[src/rtl/usid_pkg.sv]
package usid_pkg;

    localparam int DEPTH_DEF     = 16;
    localparam int KEY_WIDTH_DEF = 32;

    localparam int ACTION_W = 1;
    localparam int ITEM_W   = 32;
    localparam int STATUS_W = 2;
    localparam int TOTAL_W  = 5;
    localparam int SLOT_W   = 4;
    localparam int CAP_W    = 5;

    localparam int APB_AW = 3;
    localparam int APB_DW = 32;

    localparam logic [CAP_W-1:0] CAP_RESET = 5'd16;

    localparam logic [ACTION_W-1:0] ACT_ADD    = 1'b0;
    localparam logic [ACTION_W-1:0] ACT_REMOVE = 1'b1;

    // register index carried in paddr[2]
    localparam logic REG_CAPACITY = 1'b0;

    typedef enum logic [STATUS_W-1:0] {
        ST_OK      = 2'd0,
        ST_DUP     = 2'd1,
        ST_FULL    = 2'd2,
        ST_MISSING = 2'd3
    } t_status;

    typedef enum logic [2:0] {
        S_IDLE,
        S_SEARCH,
        S_DECIDE,
        S_SHIFT,
        S_DONE
    } t_state;

endpackage

[src/rtl/usid_ram.sv]
module usid_ram #(
    parameter int WIDTH = 32,
    parameter int DEPTH = 16,
    localparam int AW = (DEPTH > 1) ? $clog2(DEPTH) : 1
) (
    input  logic             i_clk,
    input  logic             i_we,
    input  logic [AW-1:0]    i_waddr,
    input  logic [WIDTH-1:0] i_wdata,
    input  logic [AW-1:0]    i_raddr,
    output logic [WIDTH-1:0] o_rdata
);

    logic [WIDTH-1:0] r_mem [DEPTH];
    logic [WIDTH-1:0] r_rdata;

    always_ff @(posedge i_clk) begin
        if (i_we) begin
            r_mem[i_waddr] <= i_wdata;
        end
        r_rdata <= r_mem[i_raddr];
    end

    assign o_rdata = r_rdata;

endmodule

[src/rtl/usid_cfg.sv]
module usid_cfg (
    input  logic                        i_clk,
    input  logic                        i_rst_n,
    input  logic                        psel,
    input  logic                        penable,
    input  logic                        pwrite,
    input  logic [usid_pkg::APB_AW-1:0] paddr,
    input  logic [usid_pkg::APB_DW-1:0] pwdata,
    output logic [usid_pkg::APB_DW-1:0] prdata,
    output logic                        pready,
    output logic [usid_pkg::CAP_W-1:0]  o_capacity
);

    import usid_pkg::*;

    logic [CAP_W-1:0] r_capacity;
    logic             w_wr;
    logic             w_sel_cap;

    assign w_sel_cap = (paddr[2] == REG_CAPACITY);
    assign w_wr      = psel & penable & pwrite & w_sel_cap;

    always_ff @(posedge i_clk) begin
        if (!i_rst_n) begin
            r_capacity <= CAP_RESET;
        end else if (w_wr) begin
            r_capacity <= pwdata[CAP_W-1:0];
        end
    end

    always_comb begin
        prdata = '0;
        if (w_sel_cap) begin
            prdata = APB_DW'(r_capacity);
        end
    end

    assign pready     = 1'b1;
    assign o_capacity = r_capacity;

endmodule

[src/rtl/usid_ctrl.sv]
module usid_ctrl #(
    parameter int DEPTH     = usid_pkg::DEPTH_DEF,
    parameter int KEY_WIDTH = usid_pkg::KEY_WIDTH_DEF,
    localparam int IDX_W    = (DEPTH > 1) ? $clog2(DEPTH) : 1
) (
    input  logic                          i_clk,
    input  logic                          i_rst_n,
    input  logic [usid_pkg::CAP_W-1:0]    i_capacity,
    input  logic                          i_in_valid,
    output logic                          o_in_ready,
    input  logic [usid_pkg::ACTION_W-1:0] i_action,
    input  logic [usid_pkg::ITEM_W-1:0]   i_item_key,
    output logic                          o_out_valid,
    input  logic                          i_out_ready,
    output logic [usid_pkg::STATUS_W-1:0] o_status,
    output logic [usid_pkg::TOTAL_W-1:0]  o_entry_total,
    output logic [usid_pkg::SLOT_W-1:0]   o_slot_position,
    output logic                          o_ram_we,
    output logic [IDX_W-1:0]              o_ram_waddr,
    output logic [KEY_WIDTH-1:0]          o_ram_wdata,
    output logic [IDX_W-1:0]              o_ram_raddr,
    input  logic [KEY_WIDTH-1:0]          i_ram_rdata
);

    import usid_pkg::*;

    localparam int CNT_W   = $clog2(DEPTH + 1);
    localparam int CMP_W   = (CNT_W > CAP_W) ? CNT_W : CAP_W;
    localparam int TOT_EXT = (CNT_W > TOTAL_W) ? CNT_W : TOTAL_W;
    localparam int SLT_EXT = (IDX_W > SLOT_W) ? IDX_W : SLOT_W;
    localparam int KEY_EXT = (KEY_WIDTH > ITEM_W) ? KEY_WIDTH : ITEM_W;

    t_state                 r_state;
    t_state                 n_state;
    logic [ACTION_W-1:0]    r_action;
    logic [KEY_WIDTH-1:0]   r_key;
    logic [CNT_W-1:0]       r_cnt;
    logic [CNT_W-1:0]       r_rd;
    logic                   r_pend;
    logic [IDX_W-1:0]       r_pidx;
    logic                   r_hit;
    logic [IDX_W-1:0]       r_hidx;
    t_status                r_st;
    logic [IDX_W-1:0]       r_slot;
    logic                   r_out_vld;
    t_status                r_out_st;
    logic [TOTAL_W-1:0]     r_out_tot;
    logic [SLOT_W-1:0]      r_out_slot;

    logic [KEY_EXT-1:0]     w_key_ext;
    logic [KEY_WIDTH-1:0]   w_key;
    logic                   w_walk;
    logic                   w_issue;
    logic                   w_match;
    logic                   w_drained;
    logic [CMP_W-1:0]       w_cap_ext;
    logic [CMP_W-1:0]       w_depth;
    logic [CMP_W-1:0]       w_cap_eff;
    logic                   w_room;
    logic                   w_take_in;
    logic                   w_load_out;
    logic [TOT_EXT-1:0]     w_tot_ext;
    logic [SLT_EXT-1:0]     w_slot_ext;

    assign w_key_ext = KEY_EXT'(i_item_key);
    assign w_key     = w_key_ext[KEY_WIDTH-1:0];

    // one read per cycle through the ram port, compare of the word read last cycle
    assign w_walk    = (r_state == S_SEARCH) || (r_state == S_SHIFT);
    assign w_issue   = w_walk && (r_rd < r_cnt);
    assign w_match   = r_pend && (i_ram_rdata == r_key);
    assign w_drained = !w_issue && !r_pend;

    assign w_cap_ext = CMP_W'(i_capacity);
    assign w_depth   = CMP_W'(DEPTH);
    assign w_cap_eff = (w_cap_ext < w_depth) ? w_cap_ext : w_depth;
    assign w_room    = (CMP_W'(r_cnt) < w_cap_eff);

    assign w_take_in  = (r_state == S_IDLE) && i_in_valid;
    assign w_load_out = (r_state == S_DONE) && (!r_out_vld || i_out_ready);

    always_comb begin
        n_state = r_state;
        unique case (r_state)
            S_IDLE: begin
                if (i_in_valid) begin
                    n_state = S_SEARCH;
                end
            end
            S_SEARCH: begin
                if (w_match || w_drained) begin
                    n_state = S_DECIDE;
                end
            end
            S_DECIDE: begin
                if ((r_action == ACT_REMOVE) && r_hit) begin
                    n_state = S_SHIFT;
                end else begin
                    n_state = S_DONE;
                end
            end
            S_SHIFT: begin
                if (w_drained) begin
                    n_state = S_DONE;
                end
            end
            S_DONE: begin
                if (!r_out_vld || i_out_ready) begin
                    n_state = S_IDLE;
                end
            end
            default: n_state = S_IDLE;
        endcase
    end

    always_comb begin
        o_in_ready  = 1'b0;
        o_ram_we    = 1'b0;
        o_ram_waddr = r_cnt[IDX_W-1:0];
        o_ram_wdata = r_key;
        o_ram_raddr = r_rd[IDX_W-1:0];
        unique case (r_state)
            S_IDLE: begin
                o_in_ready = 1'b1;
            end
            S_DECIDE: begin
                o_ram_we = (r_action == ACT_ADD) && !r_hit && w_room;
            end
            S_SHIFT: begin
                // word read from slot i lands in slot i-1
                o_ram_we    = r_pend;
                o_ram_waddr = r_pidx - IDX_W'(1);
                o_ram_wdata = i_ram_rdata;
            end
            default: begin
            end
        endcase
    end

    always_ff @(posedge i_clk) begin
        if (!i_rst_n) begin
            r_state   <= S_IDLE;
            r_cnt     <= '0;
            r_pend    <= 1'b0;
            r_out_vld <= 1'b0;
        end else begin
            r_state <= n_state;
            r_pend  <= w_issue;
            if (w_issue) begin
                r_pidx <= r_rd[IDX_W-1:0];
                r_rd   <= r_rd + CNT_W'(1);
            end
            if (w_load_out) begin
                r_out_vld <= 1'b1;
            end else if (r_out_vld && i_out_ready) begin
                r_out_vld <= 1'b0;
            end
            unique case (r_state)
                S_IDLE: begin
                    if (w_take_in) begin
                        r_action <= i_action;
                        r_key    <= w_key;
                        r_rd     <= '0;
                        r_hit    <= 1'b0;
                    end
                end
                S_SEARCH: begin
                    if (w_match) begin
                        r_hit  <= 1'b1;
                        r_hidx <= r_pidx;
                    end
                end
                S_DECIDE: begin
                    if (r_action == ACT_ADD) begin
                        if (r_hit) begin
                            r_st   <= ST_DUP;
                            r_slot <= r_hidx;
                        end else if (w_room) begin
                            r_st   <= ST_OK;
                            r_slot <= r_cnt[IDX_W-1:0];
                            r_cnt  <= r_cnt + CNT_W'(1);
                        end else begin
                            r_st   <= ST_FULL;
                            r_slot <= '0;
                        end
                    end else begin
                        if (r_hit) begin
                            r_st   <= ST_OK;
                            r_slot <= r_hidx;
                            r_rd   <= CNT_W'(r_hidx) + CNT_W'(1);
                        end else begin
                            r_st   <= ST_MISSING;
                            r_slot <= '0;
                        end
                    end
                end
                S_SHIFT: begin
                    if (w_drained) begin
                        r_cnt <= r_cnt - CNT_W'(1);
                    end
                end
                S_DONE: begin
                    if (w_load_out) begin
                        r_out_st   <= r_st;
                        r_out_tot  <= w_tot_ext[TOTAL_W-1:0];
                        r_out_slot <= w_slot_ext[SLOT_W-1:0];
                    end
                end
                default: begin
                end
            endcase
        end
    end

    assign w_tot_ext  = TOT_EXT'(r_cnt);
    assign w_slot_ext = SLT_EXT'(r_slot);

    assign o_out_valid     = r_out_vld;
    assign o_status        = r_out_st;
    assign o_entry_total   = r_out_tot;
    assign o_slot_position = r_out_slot;

endmodule

[src/rtl/unique_set_insert_delete_top.sv]
// time to o_out_valid grows with the entries held: an add or a miss reads every entry,
// a duplicate stops at its slot, and a remove hit then shifts the entries above it down
// one request at a time: busy from input transfer until the result register loads,
// longer while a result waits; one ram read per cycle sets search and shift
// reset: synchronous active-low clears the entry count, the sequencer and the result
// valid flag and sets the capacity register to 16; the key store is not cleared
module unique_set_insert_delete_top #(
    parameter int DEPTH     = usid_pkg::DEPTH_DEF,
    parameter int KEY_WIDTH = usid_pkg::KEY_WIDTH_DEF
) (
    input  logic                          i_clk,
    input  logic                          i_rst_n,
    input  logic                          psel,
    input  logic                          penable,
    input  logic                          pwrite,
    input  logic [usid_pkg::APB_AW-1:0]   paddr,
    input  logic [usid_pkg::APB_DW-1:0]   pwdata,
    output logic [usid_pkg::APB_DW-1:0]   prdata,
    output logic                          pready,
    input  logic                          i_in_valid,
    output logic                          o_in_ready,
    input  logic [usid_pkg::ACTION_W-1:0] i_action,
    input  logic [usid_pkg::ITEM_W-1:0]   i_item_key,
    output logic                          o_out_valid,
    input  logic                          i_out_ready,
    output logic [usid_pkg::STATUS_W-1:0] o_status,
    output logic [usid_pkg::TOTAL_W-1:0]  o_entry_total,
    output logic [usid_pkg::SLOT_W-1:0]   o_slot_position
);

    import usid_pkg::*;

    localparam int IDX_W = (DEPTH > 1) ? $clog2(DEPTH) : 1;

    logic [CAP_W-1:0]     w_capacity;
    logic                 w_ram_we;
    logic [IDX_W-1:0]     w_ram_waddr;
    logic [KEY_WIDTH-1:0] w_ram_wdata;
    logic [IDX_W-1:0]     w_ram_raddr;
    logic [KEY_WIDTH-1:0] w_ram_rdata;

    usid_cfg u_cfg (
        .i_clk      (i_clk),
        .i_rst_n    (i_rst_n),
        .psel       (psel),
        .penable    (penable),
        .pwrite     (pwrite),
        .paddr      (paddr),
        .pwdata     (pwdata),
        .prdata     (prdata),
        .pready     (pready),
        .o_capacity (w_capacity)
    );

    usid_ram #(
        .WIDTH (KEY_WIDTH),
        .DEPTH (DEPTH)
    ) u_ram (
        .i_clk   (i_clk),
        .i_we    (w_ram_we),
        .i_waddr (w_ram_waddr),
        .i_wdata (w_ram_wdata),
        .i_raddr (w_ram_raddr),
        .o_rdata (w_ram_rdata)
    );

    usid_ctrl #(
        .DEPTH     (DEPTH),
        .KEY_WIDTH (KEY_WIDTH)
    ) u_ctrl (
        .i_clk           (i_clk),
        .i_rst_n         (i_rst_n),
        .i_capacity      (w_capacity),
        .i_in_valid      (i_in_valid),
        .o_in_ready      (o_in_ready),
        .i_action        (i_action),
        .i_item_key      (i_item_key),
        .o_out_valid     (o_out_valid),
        .i_out_ready     (i_out_ready),
        .o_status        (o_status),
        .o_entry_total   (o_entry_total),
        .o_slot_position (o_slot_position),
        .o_ram_we        (w_ram_we),
        .o_ram_waddr     (w_ram_waddr),
        .o_ram_wdata     (w_ram_wdata),
        .o_ram_raddr     (w_ram_raddr),
        .i_ram_rdata     (w_ram_rdata)
    );

endmodule
[config.mk]
export PLATFORM = sky130hd
export DESIGN_NAME = unique_set_insert_delete_top
export DESIGN_NICKNAME = d
export VERILOG_FILES = /design/src/rtl/usid_pkg.sv /design/src/rtl/usid_ram.sv /design/src/rtl/usid_cfg.sv /design/src/rtl/usid_ctrl.sv /design/src/rtl/unique_set_insert_delete_top.sv
export SDC_FILE = /design/constraint.sdc
export NUM_CORES = 1
export LEC_CHECK = 0
export BUFFER_PORTS_ARGS = -buffer_cell sky130_fd_sc_hd__buf_2
export CAP_MARGIN = 20
export CORE_MARGIN = 10
export CORE_UTILIZATION = 30
export CTS_CLUSTER_SIZE = 10
export DETAILED_ROUTE_END_ITERATION = 8
export PLACE_DENSITY = 0.51
export SKIP_LAST_GASP = 1
export SYNTH_ARGS = -nofsm -noshare
export SYNTH_HDL_FRONTEND = slang
export SYNTH_HIERARCHICAL = 1
export SYNTH_SLANG_ARGS = --single-unit
[constraint.sdc]
create_clock -name i_clk -period 5.8 [get_ports i_clk]
set_input_delay 0 -clock i_clk [delete_from_list [all_inputs] [get_ports i_clk]]
set_output_delay 0 -clock i_clk [all_outputs]
set_load 0.01 [all_outputs]
==> reports/qor.csv, run 1 <==
stage,metric,value,unit
status,status,"complete, no violations",
timing,f_max,243,MHz
worst_setup_path,CP peak stage delay,0.90,ns
floorplanning,area of the die,93000,µm²
clocking,H-tree depth,3,
global_routing,largest net degree at the start of global routing,133,
clocking,Setup Buffers After CTS,0,
job,number of max-cap violations,0,
route,DRT iter0 DRCs,735,
route,DR pass1 iterations,5,
worst_setup_path,R2R Path Start,u_ctrl/r_state[1],
global_routing,GRT Overall Usage,11.9,%
pwr,maximum vdd drop,0.187,mV
route,met1 wire length,24900,µm
worst_setup_path,largest fanout on the critical path,38,
yosys,post-synthesis compound-gate area fraction,3.23,%
worst_setup_path,Worst path slowest cell,o21ai_0,
place,pre-CTS setup slack,1.66,ns
yosys,Synth Area in Adders,0.904,%
yosys,"flops & latches, synth",623,
finish,Synth-to-Final Area Change,18.1,%
yosys,Unique masters post-synth,52,
timing,Final Hold Viols,0,
finish,ANT cells,0,
global_routing,initial antenna violation count,0,
hold_path,Hold Path Class,in2reg,
yosys,Main synth FF type,edfxtp_1,
clocking,CTS tree,done,
timing,Final setup viols,0,
timing,crit share post-route,71.0,%
worst_setup_path,Startpoint Class,flip-flop,
floorplanning,core area,80500,µm²
floorplanning,Die Y,305,µm
pwr,Pleak,0.00936,µW
clocking,clk_lat worst skew,0.61,ns
route,Detail Route Antenna Nets,0,
route,via count,12200,
clocking,clock sinks,623,
finish,final net count,1540,
yosys,post-synthesis xor/xnor area fraction,1.40,%
clocking,Num CTS Buffers,74,
route,WL per Instance,22.0,µm
worst_setup_path,R2R cell count,7,
timing,relative max-transition margin,27.7,%
global_routing,grt total ovfl,0,
worst_setup_path,CP dominant cell by count,buf_4,
route,# DRC,0,
timing,RSZ-0062 raised after global routing,false,
worst_setup_path,CP top delay family,simple AND/OR/NAND/NOR gates,
worst_setup_path,Worst EP arrival,4.40,ns
hold_path,hold path start,i_item_key[8],
place,dpl hpwl,32500,µm
worst_setup_path,Crit Path Category,reg2reg,
clocking,clock slew seen by the registers of the worst setup and hold paths,0.06,ns
yosys,mapped cell area,24400,µm²
yosys,largest family of logic cells by synthesized area,multiplexers,
route,Met3 Routed Length,3330,µm
finish,fin area,28800,µm²
place,Area after DPL,26000,µm²
timing,Final WS setup,1.68,ns
timing,Final Max Tran Viols,0,
yosys,Post-Syn Instances,1289,
hold_path,hold depth,2,
clocking,cts repair resizes,0,
finish,Fill cells,7428,
timing,actual slew at the worst max-slew pin,1.08,ns
timing,Final Skew,0.0140,ns
timing,post-layout min period,4.12,ns
global_routing,vias in the first global route,12800,
floorplanning,initial core utilization,30.2,%
route,Top Metal Used,met4,
timing,final setup TNS,0,ns
floorplanning,I/O pin total,121,
yosys,Synth Area in Simple Gates,4.60,%
worst_setup_path,worst r2r dst,u_ram/r_mem[3][6],
worst_setup_path,"Buf+Inv Stages, Crit Path",2,
clocking,Max Root-Sink Buffers,3,
pwr,power per cell area,364,nW/µm²
place,PortBufs,63,
worst_setup_path,critical path capture point type,flip-flop,
worst_setup_path,Worst EP required,6.08,ns
yosys,Async SR Flop Fraction,0,%
route,drt total wl,56400,µm
floorplanning,Cell Rows,104,
hold_path,Hold Crit Endpoint,u_ctrl/r_key[8],
worst_setup_path,crit-path cells,nor2b_1 > nand2_2 > buf_4 > o21ai_0 > nand2_1 > nor2_4 > buf_4,
timing,Min Hold Slack,0.0984,ns
yosys,mux share of post-synthesis cell area,12.6,%
yosys,"EDFF count, synth",576,
global_routing,first-pass GRT wire length,83800,µm
worst_setup_path,Worst R2R Setup Slack,1.68,ns
finish,layout cells sized above 1,23.3,%
floorplanning,width of the die,305,µm
yosys,Ys Warns,6,
place,Final Wtd Congestion,0.736,
yosys,post-synthesis sequential area ratio,74.9,%
route,met2 wire length,26500,µm
clocking,Root Driver,clkbuf_16,
yosys,Mean Syn Cell Area,18.9,µm²
route,via-per-instance ratio,4.77,
==> kinds of logic (layout without fill, tap and decap cells) <==
family                   count (synthesis)  in the layout
AO/OA/AOI/OAI                          107            107
XOR/XNOR                                39             39
adder cells (fa/ha/maj)                 17             17
buffers and inverters                  106            296
flip-flops                             623            623
multiplexers                           145            145
other                                    2             28
AND/OR/NAND/NOR                        250            250
==> repair_timing <==
action | CTS | global route
endpoints found under the hold margin | 52 | 0
hold buffers | 51 | 0
endpoints found under the setup margin | 0 | 0
==> metrics by stage <==
stage / util [%] / cells / total power [µW]
after floorplan: - / 1315 / 5950
after global routing: 35.7 / 2565 / 10900
final: 35.7 / 2565 / 10500
after detailed placement: 32.3 / 2381 / 6270
after CTS: 35.7 / 2565 / 10600
after global placement: 32.3 / 2379 / 6240
==> per-layer routing <==
metal,track usage (%),vias up
met4,4.72,0
li1,-,5390
met3,2.82,88
met2,18.8,318
met5,0,-
met1,15.7,6435
==> flip-flops by register name (all words and copies together) (netlist names) <==
register,count
u_cfg/o_capacity,5
u_ctrl/o_status,2
u_ctrl/r_pidx,4
u_ram/r_mem,512
u_ctrl/r_rd,5
u_ctrl/r_hidx,4
u_ctrl/o_entry_total,5
u_ram/o_rdata,32
u_ctrl/r_slot,4
u_ctrl/r_key,32
u_ctrl/r_hit,1
u_ctrl/o_out_valid,1
u_ctrl/r_cnt,5
u_ctrl/r_st,2
u_ctrl/r_pend,1
u_ctrl/r_state,3
u_ctrl/o_slot_position,4
u_ctrl/r_action,1
==> worst max-delay path by stage <==
| stage | start | end | slack (ns) | cells after the start |
|---|---|---|---|---|
| after floorplan | u_cfg/o_capacity[4] | u_ram/r_mem[0][0] | 1.28 | 10 |
| after global placement | u_ctrl/r_state[1] | u_ram/r_mem[3][16] | 1.86 | 7 |
| after detailed placement | u_ctrl/r_state[1] | u_ram/r_mem[3][30] | 1.66 | 7 |
| after CTS | u_ctrl/r_state[1] | u_ram/r_mem[3][24] | 1.63 | 7 |
| after global routing | u_ctrl/r_state[1] | u_ram/r_mem[3][28] | 1.41 | 7 |
| final | u_ctrl/r_state[1] | u_ram/r_mem[3][6] | 1.68 | 7 |
==> layout by cell type, fill, tap and decap left out, types with 5 or more instances in the layout <==
cell type / n
mux4_2: 128
buf_4: 28
ha_1: 16
mux2_2: 6
edfxtp_1: 576
clkbuf_1: 47
inv_1: 15
xor2_1: 8
mux2i_1: 11
nand2b_1: 7
nand4_1: 7
conb_1: 28
nand2_1: 156
buf_2: 63
nor3_1: 7
nor2b_1: 9
nor2_4: 13
dfxtp_1: 47
a21oi_1: 8
and2b_2: 5
nand3_1: 9
a22oi_1: 64
o21ai_0: 14
clkbuf_16: 76
dlygate4sd3_1: 51
xnor2_1: 31
nor2_1: 12
==> layout make-up <==
| class | instances | area, µm² | share of cell area, % |
|---|---|---|---|
| well taps | 1060 | 1330 | 4.61 |
| multi-input cells | 586 | 5770 | 20.1 |
| repair buffers | 147 | 1130 | 3.95 |
| clock inverters | 9 | 135 | 0.470 |
| flip-flops and latches | 623 | 18200 | 63.4 |
| inverters | 16 | 60.1 | 0.209 |
| clock buffers | 124 | 2090 | 7.27 |
==> cells in the mapped netlist, types with 3 or more instances <==
cell        n  area [µm²]
xnor2_1    31         272
dfxtp_1    47         941
buf_1      12        45.0
a22oi_1    64         480
mux2_2      6        67.6
nor3_1     11        55.1
nand2_1   157         589
and2b_2     5        43.8
nand3_1     9        45.0
nand3b_1    3        22.5
a21boi_0    3        22.5
mux4_2    128        2880
ha_1       16         200
o21ai_0    14        70.1
nor2_1     25        93.8
nand2b_1    7        43.8
a21oi_1     8        40.0
xor2_1      8        70.1
or3_1       3        18.8
clkbuf_1   23        86.3
and2_1      4        25.0
nand4_1     7        43.8
buf_4      41         308
inv_1      15        56.3
buf_2      13        65.1
mux2i_1    11         110
edfxtp_1  576       17300
nor2b_1    11        68.8
==> report_power, final <==
part | switching, µW | leakage, µW | internal [µW]
clock network | 1740 | 0.00106 | 2540
logic | 592 | 0.00271 | 438
registers | 86.8 | 0.00559 | 5070
total | 2420 | 0.00936 | 8050
==> worst register-to-register path, stage by stage, from the launching register on <==
cell     delay [ns]
dfxtp_1        0.53
nor2b_1        0.24
nand2_2        0.07
buf_4          0.34
o21ai_0        0.91
nand2_1        0.49
nor2_4         0.82
buf_4          0.40
Power figures use the tool's default switching activity.
==> run 2, diff against run 1 <==
PLACE_DENSITY = 0.52   (was 0.51)
clock period = 3.75 ns   (was 5.8 ns; I/O delays follow)
==> run 2 against run 1 <==
Net effect: count of clock-buffer cells in the layout fell by 10; first-iteration DRC count is 35% higher; largest cell class unchanged; sequential share of layout area decreased by 0.71 points; maximum frequency rose by 26%; critical endpoint is now u_ram/r_mem[2][20]; worst hold slack got worse by 0.0044 ns; flip-flop and latch count did not move; global-route usage up 0.32 points.
==> reports/qor.csv, run 2 (synthesized netlist as in run 1, its figures left out) <==
stage,metric,value,unit,change
global_routing,GRT Overall Usage,12.2,%,+0.32 points
timing,crit share post-route,87.2,%,+16 points
clocking,cts hold-fix bufs,51,,unchanged
global_routing,grt total ovfl,0,,unchanged
worst_setup_path,CP peak stage delay,0.63,ns,-0.27 ns
worst_setup_path,R2R Path Start,u_cfg/o_capacity[4],,
finish,ANT cells,0,,unchanged
finish,final net count,1561,,+1.4%
pwr,maximum vdd drop,0.282,mV,+51%
timing,Final Hold Viols,0,,unchanged
finish,most frequent cells in the layout,"576 x edfxtp_1, 156 x nand2_1, 128 x mux4_2, 74 x clkbuf_16, 64 x a22oi_1",,
floorplanning,width of the die,305,µm,unchanged
clocking,cts repair resizes,0,,unchanged
global_routing,initial antenna violation count,1,,+1
timing,Final Skew,0.0428,ns,+0.0287 ns
floorplanning,Cell Rows,104,,unchanged
floorplanning,core area,80500,µm²,unchanged
job,number of max-cap violations,0,,unchanged
floorplanning,area of the die,93000,µm²,unchanged
timing,final setup TNS,0,ns,unchanged
worst_setup_path,CP endpoint,u_ram/r_mem[2][20],,
clocking,H-tree depth,3,,unchanged
floorplanning,I/O pin total,121,,unchanged
finish,Synth-to-Final Area Change,19.4,%,
route,via count,12200,,+0.049%
route,DR pass1 iterations,6,,+1
finish,final core occ,36.1,%,+0.40 points
worst_setup_path,Crit Path Category,reg2reg,,
clocking,Max Root-Sink Buffers,3,,unchanged
worst_setup_path,Startpoint Class,flip-flop,,
clocking,clk_lat worst skew,0.62,ns,about the same
finish,layout cells sized above 1,24.5,%,+1.2 points
route,drt total wl,57500,µm,+2.0%
place,PortBufs,63,,unchanged
clocking,clock slew seen by the registers of the worst setup and hold paths,0.05,ns,about the same
worst_setup_path,largest fanout on the critical path,20,,-47%
finish,fin area,29100,µm²,+1.1%
global_routing,largest net degree at the start of global routing,133,,unchanged
clocking,clock sinks,623,,unchanged
worst_setup_path,critical path capture point type,flip-flop,,
clocking,Setup Buffers After CTS,0,,unchanged
pwr,Pleak,0.00948,µW,+1.3%
timing,RSZ-0062 raised after global routing,false,,
global_routing,first-pass GRT wire length,85600,µm,+2.2%
worst_setup_path,Worst R2R Setup Slack,0.48,ns,-1.20 ns
finish,multi-input logic area,5800,µm²,+0.43%
finish,Largest register FFs,512,,unchanged
route,Detail Route Antenna Nets,0,,unchanged
clocking,Root Driver,clkbuf_16,,
global_routing,vias in the first global route,12800,,+0.34%
status,status,"complete, no violations",,
timing,actual slew at the worst max-slew pin,0.925,ns,-0.158 ns
clocking,CTS tree,done,,
worst_setup_path,Worst EP required,4.02,ns,-2.06 ns
floorplanning,initial core utilization,30.2,%,unchanged
worst_setup_path,R2R cell count,11,,+4
timing,post-layout min period,3.27,ns,-0.851 ns
timing,f_max,306,MHz,+26%
finish,Top reg by flops,u_ram/r_mem,,
worst_setup_path,Worst path slowest cell,or3b_2,,
timing,Min Hold Slack,0.0940,ns,-0.00435 ns
place,Area after DPL,26400,µm²,+1.3%
place,dpl hpwl,32700,µm,+0.84%
hold_path,Hold Path Class,in2reg,,
worst_setup_path,worst r2r dst,u_ram/r_mem[2][20],,
finish,"commonest non-fill, non-tap cell in the layout",edfxtp_1,,
floorplanning,Die Y,305,µm,unchanged
route,DRT iter0 DRCs,989,,+35%
worst_setup_path,Worst EP arrival,3.54,ns,-0.86 ns
clocking,Num CTS Buffers,74,,unchanged
route,# DRC,0,,unchanged
worst_setup_path,CP dominant cell by count,nand2_1,,
timing,Final setup viols,0,,unchanged
route,via-per-instance ratio,4.74,,-0.49%
route,WL per Instance,22.3,µm,+1.4%
worst_setup_path,crit-path cells,inv_1 > nand2_1 > ha_1 > nor4b_2 > o21ai_1 > nand2_1 > a32oi_1 > nor2_1 > or3b_2 > nor2_4 > buf_4,,
finish,Fill cells,7404,,-0.32%
pwr,power per cell area,556,nW/µm²,+53%
timing,Final Max Tran Viols,0,,unchanged
timing,relative max-transition margin,38.3,%,+11 points
finish,Register Area,18200,µm²,unchanged
worst_setup_path,Setup crit start,u_cfg/o_capacity[4],,
place,Final Wtd Congestion,0.732,,-0.67%
[run 2: cell types whose count changed in the layout (fill, tap and decap cells not counted), sizes merged]
cell,previous run,this run
clkinv,5,6
clkbuf,124,114
buf,96,117
inv,18,20
[run 2: how the worst min path moves through the flow]
| stage | startpoint | endpoint | slack (ns) | cells past startpoint |
|---|---|---|---|---|
| after global placement | i_item_key[20] | u_ctrl/r_key[20] | 0.18 | 1 |
| final | i_item_key[20] | u_ctrl/r_key[20] | 0.09 | 2 |
| after floorplan | i_action | u_ctrl/r_action | 0.1 | 0 |
| after detailed placement | i_item_key[5] | u_ctrl/r_key[5] | 0.18 | 1 |
| after global routing | i_item_key[14] | u_ctrl/r_key[14] | 0.09 | 2 |
| after CTS | i_item_key[10] | u_ctrl/r_key[10] | 0.06 | 2 |
[run 2: power by group]
part	total, µW	internal [µW]	switching [µW]
Sequential	7980	7840	142
Clock	6560	3850	2710
Combinational	1610	709	904
Total	16200	12400	3760
[run 2: cell type report]
type	instances	share of cell area [%]
clock buffer	114	6.92
clock inverter	12	0.667
tap	1060	4.56
inverter	16	0.206
sequential	623	62.7
timing repair buffer	168	5.01
multi-input combinational	586	19.9
[run 2: routing by layer]
metal,global-route usage [%],wire length [µm],vias up
met5,0,0,-
met4,3.64,1120,0
met3,2.57,3180,83
met2,19.3,27100,331
met1,16.7,26000,6399
li1,-,-,5424
[run 2: worst max-delay path: cells and delay by family, from the launching register on]
kind	cells	cell delay [ns]
and+or+nand+nor	6	1.62
buffers and inverters	2	0.51
DFF	1	0.34
AOI/OAI and AO/OA	2	0.27
adders and majority gates	1	0.21
[run 2: stage by stage]
stage / total power [µW] / cells / setup slack, ns
floorplan: 9210 / 1315 / 0.106
global placement: 9700 / 2402 / 0.489
detailed placement: 9720 / 2402 / 0.478
CTS: 16400 / 2579 / 0.478
global route: 16800 / 2579 / 0.322
finish: 16200 / 2579 / 0.481
==> run 3, diff against run 2 <==
CELL_PAD_IN_SITES_DETAIL_PLACEMENT = 0   (was default)
CELL_PAD_IN_SITES_GLOBAL_PLACEMENT = 1   (was default)
CORE_ASPECT_RATIO = 0.5   (was default)
PLACE_DENSITY = 0.57   (was 0.52)
SKIP_CTS_REPAIR_TIMING = 1   (was default)
==> run 3 against run 2 <==
Net effect: final cell count is 1.1% higher; via count is 0.26% lower; clock power is 1% lower; sequential share of layout area is 0.30 points higher; clock skew is 0.015 ns lower; maximum frequency is 2.4% higher; critical path type unchanged; count of clock-buffer cells in the layout is 10 higher; combinational power hardly changed.
==> reports/qor.csv, run 3 (synthesized netlist as in run 1, its figures left out) <==
stage,metric,value,unit,change
pwr,switching pwr,3790,µW,+0.88%
timing,crit share post-route,85.1,%,-2.1 points
route,drt total wl,56900,µm,-1.0%
clocking,Root Driver,clkbuf_16,,
hold_path,Hold Path Class,in2reg,,
route,WL per Instance,21.8,µm,-2.1%
pwr,Reg power frac,49.7,%,+0.3 points
timing,actual slew at the worst max-slew pin,1.10,ns,+0.176 ns
timing,relative max-transition margin,26.6,%,-12 points
finish,Fill cells,7403,,-0.014%
floorplanning,Die Y,221,µm,-27%
finish,Synth-to-Final Area Change,18.9,%,
clocking,Num CTS Buffers,73,,-1.4%
global_routing,vias in the first global route,12500,,-2.6%
global_routing,largest net degree at the start of global routing,133,,unchanged
pwr,Final Power,16000,µW,-0.73%
clocking,H-tree depth,3,,unchanged
pwr,Pint,12200,µW,-1.2%
job,number of max-cap violations,0,,unchanged
place,Final Wtd Congestion,0.714,,-2.4%
pwr,Pleak,0.00939,µW,-0.88%
floorplanning,width of the die,423,µm,+39%
floorplanning,Cell Rows,73,,-30%
clocking,clk_lat worst skew,0.62,ns,about the same
finish,multi-input logic area,5800,µm²,unchanged
finish,"commonest non-fill, non-tap cell in the layout",edfxtp_1,,
pwr,power per cell area,554,nW/µm²,-0.26%
global_routing,initial antenna violation count,2,,+1
route,DRT iter0 DRCs,1055,,+6.7%
hold_path,hold path start,i_item_key[19],,
global_routing,first-pass GRT wire length,83800,µm,-2.1%
route,via count,12200,,-0.26%
worst_setup_path,R2R Path Start,u_cfg/o_capacity[4],,
pwr,combinational share of power,10.0,%,about the same
worst_setup_path,largest fanout on the critical path,19,,-5.0%
timing,Final Skew,0.0281,ns,-0.0147 ns
clocking,clock slew seen by the registers of the worst setup and hold paths,0.05,ns,about the same
place,PortBufs,63,,unchanged
worst_setup_path,Worst EP required,4.02,ns,about the same
floorplanning,area of the die,93700,µm²,+0.75%
timing,post-layout min period,3.19,ns,-0.0772 ns
worst_setup_path,Worst EP arrival,3.46,ns,-0.08 ns
clocking,CTS tree,done,,
finish,Register Area,18200,µm²,unchanged
timing,Final setup viols,0,,unchanged
pwr,switching part of the total,23.7,%,+0.38 points
pwr,maximum vdd drop,0.303,mV,+7.6%
global_routing,GRT Overall Usage,11.8,%,-0.37 points
global_routing,grt total ovfl,0,,unchanged
clocking,clock sinks,623,,unchanged
route,Detail Route Antenna Nets,0,,unchanged
finish,most frequent cells in the layout,"576 x edfxtp_1, 156 x nand2_1, 128 x mux4_2, 73 x clkbuf_16, 64 x a22oi_1",,
worst_setup_path,Crit Path Category,reg2reg,,
worst_setup_path,critical path capture point type,flip-flop,,
worst_setup_path,Setup crit start,u_cfg/o_capacity[4],,
finish,final net count,1554,,-0.45%
worst_setup_path,Startpoint Class,flip-flop,,
timing,final setup TNS,0,ns,unchanged
route,via-per-instance ratio,4.68,,-1.4%
timing,Final Max Tran Viols,0,,unchanged
pwr,clock group share of total power,40.3,%,-0.3 points
route,DR pass1 iterations,5,,-1
place,dpl hpwl,31800,µm,-2.8%
timing,f_max,313,MHz,+2.4%
status,status,"complete, no violations",,
finish,ANT cells,0,,unchanged
timing,Final Hold Viols,0,,unchanged
finish,layout cells sized above 1,24.0,%,-0.49 points
finish,Top reg by flops,u_ram/r_mem,,
route,# DRC,0,,unchanged
finish,Largest register FFs,512,,unchanged
floorplanning,initial core utilization,30.5,%,+0.24 points
floorplanning,core area,79900,µm²,-0.78%
floorplanning,I/O pin total,121,,unchanged
timing,RSZ-0062 raised after global routing,false,,
clocking,Max Root-Sink Buffers,3,,unchanged
run 3: cell count changes in the layout (fill, tap and decap cells not counted), sizes merged:
cell	delta
clkinv	-1
dlygate4sd3	-1
clkbuf	+10
clkinvlp	+1
bufinv	-2
buf	-5
run 3: power by group through the flow:
stage	sequential [µW]	clock (µW)	combinational [µW]
global route	7980	6940	1750
CTS	7970	6640	1610
global placement	8110	0	1600
detailed placement	8110	0	1600
finish	7970	6470	1610
floorplan	8060	0	1150
run 3: worst paths after layout:
check        slack (ns)                        end  depth (start not counted)
max                0.56         u_ram/r_mem[4][15]                         11
max reg2reg        0.56         u_ram/r_mem[4][15]                         11
min                0.09           u_ctrl/r_key[19]                          2
min reg2reg        0.42  u_ctrl/o_slot_position[3]                          0
run 3: stage by stage:
step | hold WS [ns] | cell area [µm²] | setup slack, ns | cells | utilization, %
detailed placement | 0.178 | 26300 | 0.572 | 2424 | 32.9
global placement | 0.176 | 26300 | 0.543 | 2424 | 32.9
CTS | -0.485 | 28400 | 0.575 | 2558 | 35.6
floorplan | 0.0989 | 24500 | 0.106 | 1315 | -
global route | 0.0700 | 28900 | 0.332 | 2608 | 36.2
finish | 0.0935 | 28900 | 0.558 | 2608 | 36.2
run 3: worst max-delay path, stage by stage, from the launching register on:
cell	delay [ns]
dfxtp_1	0.33
inv_1	0.13
nand2_1	0.07
ha_1	0.20
nor4b_2	0.22
o21ai_1	0.17
nand2_1	0.11
a32oi_1	0.09
nor2_1	0.40
nand3b_1	0.46
nor3_4	0.27
buf_4	0.39
run 3: layout make-up:
cell class	count	area share (%)
Clock buffer	124	7.01
Clock inverter	10	0.493
Inverter	16	0.207
Multi-Input combinational cell	586	20.0
Sequential cell	623	63.0
Tap cell	1087	4.70
Timing Repair Buffer	162	4.56
run 3: per-layer routing:
metal | track usage (%) | vias up | part of all wire, %
met5 | 0 | - | 0
li1 | - | 5423 | -
met3 | 2.39 | 91 | 5.0
met1 | 16.8 | 6373 | 47
met2 | 18.1 | 318 | 45
met4 | 3.70 | 0 | 2.4
